--- config.mk ---
export PLATFORM = sky130hd
export DESIGN_NAME = izd_fix
export DESIGN_NICKNAME = d
export VERILOG_FILES = /design/src/rtl/izd_pkg.sv /design/src/rtl/izd_fix.sv
export SDC_FILE = /design/constraint.sdc
export NUM_CORES = 1
export LEC_CHECK = 0
export ABC_AREA = 1
export BUFFER_PORTS_ARGS = -buffer_cell sky130_fd_sc_hd__buf_2
export CAP_MARGIN = 15
export CORE_ASPECT_RATIO = 0.5
export CORE_MARGIN = 3
export CORE_UTILIZATION = 50
export CTS_BUF_LIST = sky130_fd_sc_hd__clkbuf_8
export DETAILED_ROUTE_END_ITERATION = 8
export PLACE_DENSITY = 0.8
export SLEW_MARGIN = 20
export SYNTH_ARGS = -nofsm -noshare
export SYNTH_HDL_FRONTEND = slang
export SYNTH_SLANG_ARGS = --single-unit
--- constraint.sdc ---
create_clock -name clk -period 2.8 [get_ports clk]
set_clock_uncertainty 0.2 [all_clocks]
set_input_delay 0.56 -clock clk [delete_from_list [all_inputs] [get_ports clk]]
set_output_delay 0.56 -clock clk [all_outputs]
set_load 0.02 [all_outputs]
--- src/rtl/izd_pkg.sv ---
package izd_pkg;
  localparam int unsigned DataW = 64;
  localparam int unsigned FuncW = 2;
  localparam int unsigned BitsPerStageDef = 4;   // quotient bits per array stage

  typedef enum logic [FuncW-1:0] {
    FUNC_S32 = 2'd0,
    FUNC_U32 = 2'd1,
    FUNC_S64 = 2'd2,
    FUNC_U64 = 2'd3
  } func_t;

  // Control fields from sign handling and special cases, carried down the array.
  typedef struct packed {
    logic             zero_div;   // divisor is zero
    logic             q_neg;      // negate quotient at the end
    logic             r_neg;      // negate remainder at the end
    logic             is32;       // 32-bit mode, mask results
    logic [DataW-1:0] sat_q;      // quotient to give on zero divisor
  } ctl_t;
endpackage

--- src/rtl/izd_fix.sv ---
// Result fix-up: sign restore, zero-divisor saturation, 32-bit masking.
module izd_fix (
  input  logic                      clk,
  input  logic                      rst,
  input  logic                      en,
  input  logic                      in_valid,
  input  logic [izd_pkg::DataW-1:0] q_mag,
  input  logic [izd_pkg::DataW-1:0] r_mag,
  input  izd_pkg::ctl_t             in_ctl,
  output logic                      valid,
  output logic [izd_pkg::DataW-1:0] quotient,
  output logic [izd_pkg::DataW-1:0] remainder
);
  import izd_pkg::*;

  logic [DataW-1:0] q_w, r_w;

  always_comb begin
    q_w = in_ctl.q_neg ? DataW'(0) - q_mag : q_mag;
    r_w = in_ctl.r_neg ? DataW'(0) - r_mag : r_mag;
    if (in_ctl.zero_div) begin
      q_w = in_ctl.sat_q;
      r_w = '0;
    end
    if (in_ctl.is32) begin
      q_w[DataW-1:32] = '0;
      r_w[DataW-1:32] = '0;
    end
  end

  always_ff @(posedge clk) begin
    if (rst) begin
      valid <= 1'b0;
    end else if (en) begin
      valid <= in_valid;
    end
    if (en) begin
      quotient  <= q_w;
      remainder <= r_w;
    end
  end
endmodule

== After elaboration in Yosys (flattened, before gate mapping) ==
Index checks and enable logic that the tools add are counted.
Storage, ports and cells
  RAM bits: 0
  word-level logic and storage cells: 11
  bits in read-only memories: 0
  latch bits: 0
  register bits after elaboration: 129
  memories: 0
Cells by class
  div/mod/pow operators: 0
  reductions and logical operators: 1
  order comparisons: 0
  bitwise logic cells: 0
  multiply operators: 0
  add/subtract/negate cells: 2
  muxes and demuxes: 3
  equality and inequality tests: 0
  shift-type cells: 0
Operators by type and width (count)
  64-bit two-way mux: 3
  1-bit by 64-bit subtractor with 64-bit output (first input constant): 2
  2-bit OR reduction: 1

== Logic depth before layout (Yosys ltp) ==
  depth in word-level cells: 3
  mapped depth: 12

== Least setup slack after synthesis ==
No wires, ideal clock.
  kind: in2reg
  from: in r_mag[0] in the netlist's numbering
  to: reg remainder[48] in the netlist's numbering, data pin
  stages on the path: 11
  required time: 2.345 ns
  path slack: 0.675 ns
  path buffers: 0
  arrival: 1.671 ns
  cell sequence: inv_1 > ha_1 > nand3_2 > nor2_4 > nand2_1 > nand2_2 > nand3_2 > nor2_2 > nand3_1 > nand2_1 > nor2_1
On the way
  cells in the longest elaborated chain, start to end: 2
Ends and longest elaborated chain
  start: declaration: RTL line izd_fix.sv:8  | input logic [izd_pkg::DataW-1:0] r_mag,
  1-bit by 64-bit subtractor with 64-bit output: RTL line izd_fix.sv:20  | r_w = in_ctl.r_neg ? DataW'(0) - r_mag : r_mag;
  64-bit two-way mux: RTL line izd_fix.sv:20
  end signal: assignment: RTL line izd_fix.sv:39  | remainder <= r_w;
  end: declaration: RTL line izd_fix.sv:12  | output logic [izd_pkg::DataW-1:0] remainder
Every way passes these cells.
A chain may end at the register's enable or synchronous reset.

== Worst setup path in the final report ==
  from: in q_mag[0] in the netlist's numbering
  to: reg quotient[62] in the netlist's numbering, data pin
On the way
  cells in the longest elaborated chain, start to end: 3
Ends and longest elaborated chain
  start: declaration: RTL line izd_fix.sv:7  | input logic [izd_pkg::DataW-1:0] q_mag,
  1-bit by 64-bit subtractor with 64-bit output: RTL line izd_fix.sv:19  | q_w = in_ctl.q_neg ? DataW'(0) - q_mag : q_mag;
  64-bit two-way mux: RTL line izd_fix.sv:19
  64-bit two-way mux: RTL line izd_fix.sv:21  | if (in_ctl.zero_div) begin
  end signal: assignment: RTL line izd_fix.sv:38  | quotient <= q_w;
  end: declaration: RTL line izd_fix.sv:11  | output logic [izd_pkg::DataW-1:0] quotient,
Every way passes these cells.

==> flow_summary_export.csv <==
group,metric,value,unit
timing,setup_violations,0,
min_path,min_path_type,"in2reg",
placement,place_area,11400,um2
floorplanning,core,17900,um2
cts,cts.htree.levels,4,
yosys,synth_top_area_share,0.409,
cells_and_area,drive_gt1_frac,0.255,
yosys,synth_top_family_by_area,"simple AND/OR/NAND/NOR gates",
cts,clockRootBuffer,"clkbuf_8",
yosys,yosys-mux-area-fraction,0.00106,
drt,drt_iter0_drc,823,
critical_path,end_kind,"flop",
cells_and_area,antenna_cells,0,
floorplanning,start_util,0.525,
placement,place_congestion,1.02,
cells_and_area,final_common_cell,"nand2_1",
yosys,postSynthNetCount,1582,
cells_and_area,finalCoreUtilization,0.661,
drt,vias_per_cell,5.38,
timing,fmax,469,MHz
yosys,synth_cell_types,41,
min_path,worstHoldStart,"rst",
cts,numCtsBuffers,17,
critical_path,cp.arrival,2.16,ns
cts,cts_max_path_buffers,2,
yosys,synth-edff-count,128,
timing,slew-limit-headroom,0.465,
placement,post-dp-hpwl,26.9,mm
timing,drv_slew,0,
timing,fin_crit_sh,0.761,
grt,grt_first_pass_wirelength,50.7,mm
cells_and_area,stdcell_area,11800,um2
yosys,synth_cells,1380,
cts,cts_hold_repair.buffers,0,
timing,hold_violations,0,
cells_and_area,area_growth_syn_to_layout,25.8,%
timing,fin_tns_setup,0,ns
critical_path,crit_chain,"buf_2 -> inv_2 -> ha_1 -> nand2_2 -> nor2_1 -> nand2_1 -> o21ai_2 -> nand2_1 -> nand2_1 -> nand3_1 -> nand2_1 -> inv_1",
placement,io_buffers,328,
drt,drt_wl_total,33.5,mm
outcome,status,"finished, final reports clean",
critical_path,slowest_delay,0.40,ns
cts,post-cts-setup-buffers,0,
yosys,synthTopCellsByArea,"edfxtp_1, nand2_1, nor2_1, nand3_1, inv_1",
grt,grt_use_total,0.318,
critical_path,cp_num_buf_inv,3,
critical_path,path_delay_family,"simple AND/OR/NAND/NOR gates",
floorplanning,dieArea,20600,um2
grt,gr-total-overflow,0,
yosys,synth-simple-area-share,0.413,
min_path,min_delay_worst_endpoint,"valid",
power,power.static_leakage,5.62,nW
floorplanning,die_h,103,um
cts,clkSinkCount,129,
run,drv_cap,0,
floorplanning,floorplan.rows,34,
yosys,synth_compound_area_frac,0.0991,
timing,tightest_slew,0.798,ns
yosys,synth_xor_area_frac,0.00745,
critical_path,required,2.83,ns
timing,final.min_clock_period,2.13,ns
power,powerDensity,466,nW/um2
critical_path,path_class,"in2reg",
critical_path,r2r_start,"valid",
drt,vias,10600,
yosys,synthArstFlopShare,0,
drt,post_drt_wl_per_cell,17.0,um
yosys,synth_flop_cell,"edfxtp_1",
cts,ctsResizeCount,0,
critical_path,path_common_cell,"nand2_1",
yosys,netlist.top_cell.by_area,"edfxtp_1",
yosys,netlist_area,9400,um2
floorplanning,die_width,200,um
grt,antenna_found_initial,0,
drt,ant_nets,0,
critical_path,timing.reg2reg.worst_path_depth,2,
cts,cts_tree,"yes",
timing,holdWs,0.0356,ns
power,irDropWorstVdd,0.337,mV
yosys,yosys_register_bits,129,
grt,first_global_vias,9663,
critical_path,path_max_fanout,6,
critical_path,worst_setup_path_start_kind,"input port",
cts,clk_pin_slew_worst_paths,0.10,ns
drt,drc,0,
yosys,synth_adder_area_share,0.00266,
timing,grt_setup_unrepaired,"no",
critical_path,r2r_end,"valid",
yosys,yosysSeqAreaShare,0.411,
floorplanning,ios,329,
min_path,hold_path_depth,2,
grt,grt_max_degree,44,
critical_path,cpMaxStageDelayCell,"o21ai_2",
cts,insertion_delay,0.47,ns
yosys,syn_area_per_cell,6.81,um2
drt,dr.pass1.iters,5,
cells_and_area,nets,1910,
yosys,ys_warn_count,0,
critical_path,r2r_slack,2.01,ns
cells_and_area,most-common-layout-cells,"nand2_1, buf_2, nor2_1, edfxtp_1, inv_1",
## state kept, by name, summed over array words and instances (netlist names)
| signal | cells |
|---|---|
| quotient | 64 |
| remainder | 64 |
| valid | 1 |
## area by class of cell
type | count | area (um2)
Clock buffer | 18 | 248
Clock inverter | 14 | 193
Fill cell | 1652 | 6080
Inverter | 122 | 458
Multi-Input combinational cell | 1092 | 4920
Sequential cell | 129 | 3860
Tap cell | 252 | 315
Timing Repair Buffer | 346 | 1830
## stage by stage
step | std cells | total power, mW | setup slack, ns
CTS | 1973 | 5.52 | 0.738
global placement | 1941 | 3.68 | 0.294
detailed placement | 1941 | 3.70 | 0.244
global route | 1973 | 5.75 | 0.575
finish | 1973 | 5.51 | 0.670
floorplan | 1380 | 3.12 | 0.675
## worst max path at each step
stage          startpoint       endpoint  slack, ns  cells past startpoint
6_report         q_mag[0]   quotient[62]       0.67                     12
5_1_grt          q_mag[0]   quotient[62]       0.57                     12
4_1_cts          q_mag[0]   quotient[62]       0.74                     12
3_5_place_dp     q_mag[0]   quotient[62]       0.24                     12
3_3_place_gp     q_mag[0]   quotient[38]       0.29                     12
2_1_floorplan    r_mag[0]  remainder[48]       0.67                     11
## cells in the mapped netlist (6+ instances only)
library cell and number:
nand3_1 112, edfxtp_1 128, xor2_1 6, nand4_1 19
nor2_1 256, o21ai_2 6, nand2_2 12, o21ai_1 10
nor3_1 6, o21ai_0 80, nor2_4 9, clkbuf_1 18
nand2_1 453, a21oi_1 61, nor2_2 13, and2_1 6
nand3b_1 9, buf_2 12, inv_1 117
## power breakdown
group          leakage [nW]  switching [mW]  internal, mW
sequential             1.25          0.0499          2.32
combinational          4.16           0.880         0.422
clock                 0.221           0.903         0.938
total                  5.62            1.83          3.68
## logic make-up (layout without fill, tap and decap cells)
family / after synthesis / after routing
flops: 129 / 129
fa+ha+maj: 2 / 2
mux: 1 / 1
simple gates: 911 / 911
buf+inv: 159 / 500
compound gates: 170 / 170
xor+xnor: 8 / 8
## layer usage
metal	part of all wire	global-route usage	vias to the layer above
li1	-	-	5160
met1	0.42	0.434	4811
met2	0.47	0.525	563
met3	0.086	0.0591	73
met4	0.023	0.0873	0
met5	0	0	-
Power figures use the tool's default switching activity.
